--- src/assert_macros.svh ---
// ----------------------------------------------------------------------------
// Assertion macros
// Shared concurrent assertion forms for the catalog lookup block.
// ----------------------------------------------------------------------------
`ifndef ASSERT_MACROS_SVH
`define ASSERT_MACROS_SVH

// Same-cycle implication, disabled while reset is high.
`define MCL_ASSERT_IMP(label, clk, rst, ante, cons, msg) \
   label: assert property (@(posedge clk) disable iff (rst) (ante) |-> (cons)) \
      else $error(msg);

// Next-cycle implication, disabled while reset is high.
`define MCL_ASSERT_NXT(label, clk, rst, ante, cons, msg) \
   label: assert property (@(posedge clk) disable iff (rst) (ante) |=> (cons)) \
      else $error(msg);

`endif

--- src/mcl_pkg.sv ---
// ----------------------------------------------------------------------------
// mcl_pkg
// Types, codes and constants shared by the catalog hash lookup modules.
// ----------------------------------------------------------------------------
package mcl_pkg;

   // Default sizes
   localparam int IMAGE_BYTES_DEF = 65536;
   localparam int MAX_KEY_DEF     = 256;

   // Catalog format constants
   localparam logic [31:0] MO_MAGIC      = 32'h950412DE;
   localparam logic [31:0] MO_MAGIC_SWAP = 32'hDE120495;
   localparam logic [31:0] NIBBLE_MASK   = 32'h0000000F;
   localparam int          WORD_BITS     = 32;
   localparam logic [31:0] HDR_KEY_TAB   = 32'd12;
   localparam logic [31:0] HDR_VAL_TAB   = 32'd16;
   localparam logic [31:0] HDR_HASH_SIZE = 32'd20;
   localparam logic [31:0] HDR_HASH_TAB  = 32'd24;
   localparam logic [31:0] MIN_HASH_SIZE = 32'd3;
   localparam int          INDEX_W       = 13;

   // Operation codes
   localparam logic [1:0] OP_WRITE  = 2'd0;
   localparam logic [1:0] OP_KEY    = 2'd1;
   localparam logic [1:0] OP_HEADER = 2'd2;

   // Result kinds and header status codes
   localparam logic       KIND_HEADER   = 1'b0;
   localparam logic       KIND_LOOKUP   = 1'b1;
   localparam logic [1:0] ST_VALID      = 2'd0;
   localparam logic [1:0] ST_BAD_MAGIC  = 2'd1;
   localparam logic [1:0] ST_SMALL_HASH = 2'd2;

   typedef struct packed {
      logic [1:0]  op;
      logic [15:0] address;
      logic [7:0]  data_byte;
      logic        last;
   } req_type;

   typedef struct packed {
      logic               kind;
      logic [1:0]         status;
      logic               found;
      logic [INDEX_W-1:0] entry_index;
      logic [31:0]        value_offset;
      logic               key_overflow;
   } rsp_type;

   // Which word the word reader fetches, and where it lands
   typedef enum logic [2:0] {
      W_MAGIC, W_KEY_TAB, W_VAL_TAB, W_HASH_SIZE, W_HASH_TAB, W_SLOT, W_KEY_OFF, W_VAL_OFF
   } wsel_type;

   // Divider operand choice
   typedef enum logic {
      DIV_SIZE, DIV_SIZE_M2
   } dsel_type;

   typedef enum logic [4:0] {
      S_IDLE,
      S_H_MAGIC, S_H_MCHK, S_H_KT, S_H_VT, S_H_HS, S_H_HB,
      S_H_OK, S_H_BAD, S_H_SMALL,
      S_L_START, S_L_DIV1, S_L_DIV2, S_L_SLOT, S_L_SCHK, S_L_KOFF,
      S_L_CMP, S_L_ADV, S_L_VOFF, S_L_HIT, S_L_MISS
   } state_type;

   // Controller to datapath
   typedef struct packed {
      logic       accept;
      logic       word_req;
      wsel_type   word_sel;
      logic       div_req;
      dsel_type   div_sel;
      logic       cmp_req;
      logic       adv;
      logic       swap_set;
      logic       cat_clear;
      logic       cat_set;
      logic       key_clear;
      logic       emit;
      logic       kind;
      logic [1:0] status;
      logic       found;
   } cmd_type;

   // Datapath to controller
   typedef struct packed {
      logic word_done;
      logic div_done;
      logic cmp_done;
      logic cmp_match;
      logic magic_ok;
      logic hs_small;
      logic lookup_ok;
      logic slot_empty;
      logic probe_end;
   } sts_type;

endpackage

--- src/mcl_ctrl.sv ---
// ----------------------------------------------------------------------------
// mcl_ctrl
// Controller: sequences the header check and the hash probe over the datapath.
// ----------------------------------------------------------------------------
`include "assert_macros.svh"

module mcl_ctrl (
   input  logic             clock,
   input  logic             reset,
   input  logic             start,
   input  mcl_pkg::req_type req_data,
   input  mcl_pkg::sts_type sts,
   output mcl_pkg::cmd_type cmd,
   output logic             busy
);
   import mcl_pkg::*;

   state_type state_ff, state_in;

   // State register.
   always_ff @(posedge clock) begin
      if (reset) begin
         state_ff <= S_IDLE;
      end else begin
         state_ff <= state_in;
      end
   end

   // Next state.
   always_comb begin
      state_in = state_ff;
      unique case (state_ff)
         S_IDLE: begin
            if (start) begin
               if (req_data.op == OP_HEADER) begin
                  state_in = S_H_MAGIC;
               end else if ((req_data.op == OP_KEY) && req_data.last) begin
                  state_in = S_L_START;
               end
            end
         end
         S_H_MAGIC: if (sts.word_done) state_in = S_H_MCHK;
         S_H_MCHK:  state_in = sts.magic_ok ? S_H_KT : S_H_BAD;
         S_H_KT:    if (sts.word_done) state_in = S_H_VT;
         S_H_VT:    if (sts.word_done) state_in = S_H_HS;
         S_H_HS:    if (sts.word_done) state_in = S_H_HB;
         S_H_HB: begin
            if (sts.word_done) state_in = sts.hs_small ? S_H_SMALL : S_H_OK;
         end
         S_H_OK, S_H_BAD, S_H_SMALL: state_in = S_IDLE;
         S_L_START: state_in = sts.lookup_ok ? S_L_DIV1 : S_L_MISS;
         S_L_DIV1:  if (sts.div_done) state_in = S_L_DIV2;
         S_L_DIV2:  if (sts.div_done) state_in = S_L_SLOT;
         S_L_SLOT:  if (sts.word_done) state_in = S_L_SCHK;
         S_L_SCHK:  state_in = sts.slot_empty ? S_L_MISS : S_L_KOFF;
         S_L_KOFF:  if (sts.word_done) state_in = S_L_CMP;
         S_L_CMP: begin
            if (sts.cmp_done) state_in = sts.cmp_match ? S_L_VOFF : S_L_ADV;
         end
         S_L_ADV:   state_in = sts.probe_end ? S_L_MISS : S_L_SLOT;
         S_L_VOFF:  if (sts.word_done) state_in = S_L_HIT;
         S_L_HIT, S_L_MISS: state_in = S_IDLE;
         default:   state_in = S_IDLE;
      endcase
   end

   // Commands to the datapath.
   always_comb begin
      cmd          = '0;
      cmd.word_sel = W_MAGIC;
      cmd.div_sel  = DIV_SIZE;
      cmd.kind     = KIND_HEADER;
      cmd.status   = ST_VALID;
      unique case (state_ff)
         S_IDLE:    cmd.accept = start;
         S_H_MAGIC: begin cmd.word_req = 1'b1; cmd.word_sel = W_MAGIC;     end
         S_H_MCHK:  cmd.swap_set = 1'b1;
         S_H_KT:    begin cmd.word_req = 1'b1; cmd.word_sel = W_KEY_TAB;   end
         S_H_VT:    begin cmd.word_req = 1'b1; cmd.word_sel = W_VAL_TAB;   end
         S_H_HS:    begin cmd.word_req = 1'b1; cmd.word_sel = W_HASH_SIZE; end
         S_H_HB:    begin cmd.word_req = 1'b1; cmd.word_sel = W_HASH_TAB;  end
         S_H_OK: begin
            cmd.cat_set = 1'b1;
            cmd.emit    = 1'b1;
         end
         S_H_BAD: begin
            cmd.cat_clear = 1'b1;
            cmd.emit      = 1'b1;
            cmd.status    = ST_BAD_MAGIC;
         end
         S_H_SMALL: begin
            cmd.cat_clear = 1'b1;
            cmd.emit      = 1'b1;
            cmd.status    = ST_SMALL_HASH;
         end
         S_L_START: ;
         S_L_DIV1:  begin cmd.div_req = 1'b1; cmd.div_sel = DIV_SIZE;    end
         S_L_DIV2:  begin cmd.div_req = 1'b1; cmd.div_sel = DIV_SIZE_M2; end
         S_L_SLOT:  begin cmd.word_req = 1'b1; cmd.word_sel = W_SLOT;    end
         S_L_SCHK:  ;
         S_L_KOFF:  begin cmd.word_req = 1'b1; cmd.word_sel = W_KEY_OFF; end
         S_L_CMP:   cmd.cmp_req = 1'b1;
         S_L_ADV:   cmd.adv = 1'b1;
         S_L_VOFF:  begin cmd.word_req = 1'b1; cmd.word_sel = W_VAL_OFF; end
         S_L_HIT: begin
            cmd.emit      = 1'b1;
            cmd.kind      = KIND_LOOKUP;
            cmd.found     = 1'b1;
            cmd.key_clear = 1'b1;
         end
         S_L_MISS: begin
            cmd.emit      = 1'b1;
            cmd.kind      = KIND_LOOKUP;
            cmd.key_clear = 1'b1;
         end
         default: ;
      endcase
   end

   assign busy = (state_ff != S_IDLE);

   // A result always ends the operation.
   `MCL_ASSERT_NXT(a_emit_idle, clock, reset, cmd.emit, state_ff == S_IDLE, "result not final")
   // A header check or a final key byte makes the block busy.
   `MCL_ASSERT_NXT(a_op_busy, clock, reset,
      cmd.accept && ((req_data.op == OP_HEADER) || ((req_data.op == OP_KEY) && req_data.last)),
      busy, "operation did not start")
   // The word reader and the comparator never share the image port.
   `MCL_ASSERT_IMP(a_port_excl, clock, reset, cmd.word_req, !cmd.cmp_req,
      "image port conflict")

endmodule

--- config.mk ---
export PLATFORM = sky130hd
export DESIGN_NAME = mcl_ctrl
export DESIGN_NICKNAME = d
export VERILOG_FILES = /design/src/mcl_pkg.sv /design/src/mcl_ctrl.sv
export VERILOG_INCLUDE_DIRS = /design/src /design/src/src
export SDC_FILE = /design/constraint.sdc
export NUM_CORES = 1
export LEC_CHECK = 0
export BUFFER_PORTS_ARGS = -buffer_cell sky130_fd_sc_hd__buf_2
export CORE_MARGIN = 8
export CORE_UTILIZATION = 28
export DETAILED_ROUTE_END_ITERATION = 12
export GPL_TIMING_DRIVEN = 0
export REMOVE_ABC_BUFFERS = 1
export SLEW_MARGIN = 20
export SYNTH_ARGS = -nofsm -noshare
export SYNTH_HDL_FRONTEND = slang
export SYNTH_SLANG_ARGS = --single-unit
--- constraint.sdc ---
create_clock -name clock -period 3.55 [get_ports clock]
set_input_delay 0.71 -clock clock [delete_from_list [all_inputs] [get_ports clock]]
set_output_delay 0.71 -clock clock [all_outputs]
set_load 0.01 [all_outputs]
==> impl_metrics.tcl, run 1 <==
set metrics [dict create \
    outcome "finished clean" \
    finalHoldViolCount 0 \
    min_path_type "input port to register" \
    drv_slew 0 \
    crit_chain "nand2_1, nor3_1, o21bai_1, buf_2" \
    cpPeakStageDelay_ns 0.91 \
    clkSlewWorstSetupHoldPaths_ns 0.05 \
    powerDensity_nw_per_um2 607 \
    min_from "reset" \
    synthArstFlopShare 0 \
    ys_seq_area_frac 0.115 \
    chipWidth_um 71.8 \
    grtUsageTotal 0.108 \
    port_buffers 33 \
    fin_crit_sh 0.772 \
    cts_buffers 3 \
    core_um2 3000 \
    dr.pass1.iters 5 \
    synth_most_common_cell "nor2_1" \
    synth_top_area_cell "dfxtp_1" \
    ys_types 45 \
    syn_area_um2 872 \
    tns_ns 0 \
    area_growth_pct 18.7 \
    clk-insertion-delay-late_ns 0.25 \
    peakVddDrop_mv 0.134 \
    fin_cells 187 \
    crit_path_max_fanout 29 \
    r2r_end "state_ff[4]" \
    dr_total_vias 1074 \
    hold_buffers 0 \
    cts_tree "built" \
    crit_type "register to primary output" \
    max-clock-path-buffers 2 \
    yosysWarnings 0 \
    gp_congestion 0.926 \
    wire_per_inst_um 15.3 \
    regArea_um2 100 \
    drtIter0Drc 97 \
    grt_pass1_vias 962 \
    slowest_stage "dfxtp_1" \
    largest_register_ffs 5 \
    ys_seq_elements 5 \
    drt-total-wl_um 2860 \
    cp-end-kind "primary output" \
    worstSetupStartpoint "state_ff[3]" \
    setup_viol 0 \
    synth-edff-count 0 \
    rr_startpoint "state_ff[4]" \
    die_area_um2 5160 \
    drc 0 \
    clock-sinks 5 \
    grt_pass1_wl_um 4610 \
    num_antenna_cells 0 \
    fill_cells 336 \
    max_slew_margin 0.392 \
    cap_violations 0 \
    dieHeight_um 71.8 \
    htreeDepth 1 \
    largest_registers "state_ff (5)" \
    endpoint "cmd[4]" \
    nets 194 \
    top_register "state_ff" \
    multiInputGateArea_um2 668 \
    ctsResizeCount 0 \
    arrival_ns 2.03 \
    antenna_found_initial 0 \
    required_ns 2.84 \
    rrSetupSlack_ns 1.39 \
    p_leak_nw 0.460 \
    grt_start_max_net_pins 30 \
    crit_path_start_kind "register" \
    ys.flop_type "dfxtp_1" \
    skew_ns 0.00637 \
    gr-total-overflow 0 \
    rr_worst_depth 5 \
    synth_area_per_cell_um2 6.76 \
    cts_setup_buffers 0 \
    period_needed_ns 2.74 \
    yosys-top-cells-area "dfxtp_1, nor2_1, buf_2" \
    row_count 20 \
    via_per_inst 5.74 \
    hpwl_um 2140 \
    root_buffer "clkbuf_4" \
    ys_top_cells_by_count "nor2_1, buf_2, inv_1, nand2_1, nor3_1" \
    rsz0062_at_grt "no" \
    start_util 0.290 \
    ant_nets 0 \
    io_pins 58 \
    dp_cells 183 \
    synth_cells 129 \
    drive_gt1_frac 0.305 \
    worst_pin_slew_ns 0.910 \
    yosysTopAreaCellShare 0.115 \
    max_freq_ghz 0.365 \
]
## layout by cell type, fill, tap and decap left out, types with 2 or more instances in the layout
cell type,Yosys,final
inv_1,8,8
nor4_1,2,2
nor2_1,12,12
o21ai_1,3,3
a211oi_2,2,2
a31oi_1,2,2
nand3_1,3,3
o211ai_2,2,2
nor3b_1,5,5
buf_2,8,33
nand2_1,8,8
and3_1,5,5
o311ai_0,2,2
nor3_1,8,8
or3b_1,2,2
o21ai_0,3,3
a21oi_1,2,2
dfxtp_1,5,5
o31ai_1,3,3
nor3_2,2,2
nor2b_1,5,5
clkbuf_4,0,3
nand3b_1,4,4
nand2b_1,5,5
o211ai_1,5,5
o41ai_1,2,2
## critical path, delay by kind of cell, from the launching register on
family | cells | cell delay (ns)
buffers and inverters | 1 | 0.15
AO/OA/AOI/OAI | 1 | 0.14
flip-flops | 1 | 0.91
AND/OR/NAND/NOR | 2 | 0.58
## area by class of cell
type	count	area share
clock buffers	4	0.0254
inverters	9	0.0326
multi-input cells	103	0.646
flip-flops and latches	5	0.0967
well taps	33	0.0399
repair buffers	33	0.160
## power breakdown
group	switching (mW)	internal, mW	leakage (nW)
registers	0.0898	0.0726	0.0412
clock network	0.0252	0.0426	0.0150
logic	0.224	0.175	0.403
## cell families (layout without fill, tap and decap cells)
kind of cell | Yosys count | count (layout) | synth area share
AO/OA/AOI/OAI | 36 | 36 | 0.320
XOR/XNOR | 1 | 1 | 0.0100
buffers and inverters | 21 | 46 | 0.119
flip-flops | 5 | 5 | 0.115
AND/OR/NAND/NOR | 66 | 66 | 0.436
## worst min path at each step
stage	to	slack (ns)	depth (start not counted)
4_1_cts	state_ff[2]	0.68	2
3_5_place_dp	state_ff[0]	0.81	2
6_report	state_ff[2]	0.68	2
2_1_floorplan	state_ff[0]	0.66	2
5_1_grt	state_ff[2]	0.68	2
3_3_place_gp	state_ff[0]	0.79	2
## stage by stage
step	setup WS (ns)	power [mW]	hold slack, ns	instance area [um^2]	utilization
after floorplan	1.37	0.425	0.663	802	-
after global placement	1.13	0.547	0.790	1010	0.336
after detailed placement	1.12	0.558	0.807	1010	0.336
after CTS	0.836	0.630	0.676	1030	0.345
after global routing	0.623	0.691	0.676	1030	0.345
final	0.808	0.628	0.680	1030	0.345
## routing by layer
layer,track usage,vias up,part of all wire
met2,0.165,50,0.47
met3,0.0460,6,0.12
met4,0.0136,0,0.0095
li1,-,528,-
met1,0.139,490,0.40
met5,0,-,0
No activity file was read; power rests on OpenSTA's default activity.
==> inputs of run 2 (changes only) <==
==> constraint.sdc (replaced) <==
create_clock -name clock -period 2.6 [get_ports clock]
set_input_delay 0.52 -clock clock [delete_from_list [all_inputs] [get_ports clock]]
set_output_delay 0.52 -clock clock [all_outputs]
set_load 0.01 [all_outputs]
==> impl_metrics.tcl, run 2 (synthesized netlist as in run 1, its figures left out) <==
set metrics [dict create \
    regArea_um2 104 \
    drc 0 \
    grtUsageTotal 0.108 \
    port_buffers 33 \
    clkSlewWorstSetupHoldPaths_ns 0.04 \
    start_util 0.290 \
    hold_buffers 0 \
    worst_pin_slew_ns 0.735 \
    dr.pass1.iters 4 \
    multiInputGateArea_um2 668 \
    fin_crit_sh 0.921 \
    grt_pass1_vias 962 \
    tns_ns 0 \
    num_antenna_cells 0 \
    arrival_ns 1.87 \
    die_area_um2 5160 \
    drtIter0Drc 97 \
    drv_slew 0 \
    chipWidth_um 71.8 \
    final_cell_area_um2 1040 \
    worstSetupStartpoint "state_ff[1]" \
    cts_setup_buffers 0 \
    crit_path_max_fanout 24 \
    dp_cells 183 \
    setup_viol 0 \
    io_pins 58 \
    dieHeight_um 71.8 \
    drt-total-wl_um 2870 \
    peakVddDrop_mv 0.184 \
    cp-end-kind "primary output" \
    grt_pass1_wl_um 4610 \
    required_ns 2.08 \
    period_needed_ns 2.39 \
    p_leak_nw 0.461 \
    core_um2 3000 \
    row_count 20 \
    layout_common_cells "buf_2, nor2_1, nor3_1, inv_1, nand2_1" \
    powerDensity_nw_per_um2 829 \
    crit_type "register to primary output" \
    ant_nets 0 \
    largest_registers "state_ff (5)" \
    skew_ns 0.000383 \
    fill_cells 335 \
    max_freq_ghz 0.418 \
    clock-sinks 5 \
    path_delay_family "flip-flops" \
    cpPeakStageDelay_ns 0.79 \
    via_per_inst 5.71 \
    rsz0062_at_grt "no" \
    antenna_found_initial 0 \
    hpwl_um 2140 \
    outcome "finished clean" \
    largest_register_ffs 5 \
    cts_buffers 3 \
    drive_gt1_frac 0.325 \
    crit_path_start_kind "register" \
    dr_total_vias 1067 \
    finalHoldViolCount 0 \
    gp_congestion 0.926 \
    crit_chain "or3b_1, nor2_1, a31o_2, buf_2" \
    final_common_cell "buf_2" \
    cts_tree "built" \
    dpl_cell_area_um2 1010 \
    fin_cells 187 \
    total_power_mw 0.861 \
    min_path_type "input port to register" \
    area_growth_pct 19.1 \
    max-clock-path-buffers 2 \
    top_register "state_ff" \
    wire_per_inst_um 15.3 \
    max_slew_margin 0.509 \
    gr-total-overflow 0 \
    cp.buffers_inverters 1 \
    clk-insertion-delay-late_ns 0.24 \
    nets 194 \
    cap_violations 0 \
    slowest_stage "dfxtp_1" \
    grt_start_max_net_pins 30 \
    root_buffer "clkbuf_4" \
    utilization 0.346 \
    rr_startpoint "state_ff[1]" \
    htreeDepth 1 \
    min_from "reset" \
]
run 2: metrics by stage:
stage                     hold slack (ns)  setup WS, ns
after floorplan                     0.585         0.612
after global placement              0.730         0.371
after detailed placement            0.738         0.360
after CTS                           0.486        0.0763
after global routing                0.479         0.105
final                               0.480         0.206
run 2: worst paths after layout:
path                                     to  slack [ns]  cells past startpoint
worst max register to register  state_ff[1]        0.48                      5
worst max-delay path                cmd[13]        0.21                      4
worst min-delay path            state_ff[4]        0.48                      2
worst min register to register  state_ff[2]        0.72                      2
run 2: metal layers:
layer	GRT usage	vias up	part of all wire	wire [um]
met5	0	-	0	0
met3	0.0460	2	0.12	351
li1	-	526	-	-
met4	0.0136	0	0.0066	19
met2	0.165	46	0.48	1370
met1	0.139	493	0.39	1130
run 2: repair_timing:
| action | 4_1_cts | 5_1_grt |
|---|---|---|
| resized for setup | 0 | 3 |
| hold endpoints to repair | 0 | 0 |
| endpoints found under the setup margin | 0 | 4 |
run 2: worst reg2reg max path: stages (launching register included):
cell and delay [ns]:
dfxtp_1 0.79, nor2b_1 0.20, o211ai_1 0.26, nand2_1 0.12
o41ai_1 0.51, o21ai_1 0.11
run 2: power by group:
group / switching, mW / leakage [nW] / total (mW) / internal, mW
logic: 0.307 / 0.403 / 0.545 / 0.238
clock network: 0.0327 / 0.0150 / 0.0908 / 0.0581
registers: 0.123 / 0.0423 / 0.225 / 0.102
total: 0.462 / 0.461 / 0.861 / 0.398
run 2: layout make-up:
class                   instances  area share
well taps                      33      0.0398
clock buffers                   4      0.0253
inverters                       9      0.0325
flip-flops and latches          5       0.100
repair buffers                 33       0.159
multi-input cells             103       0.643
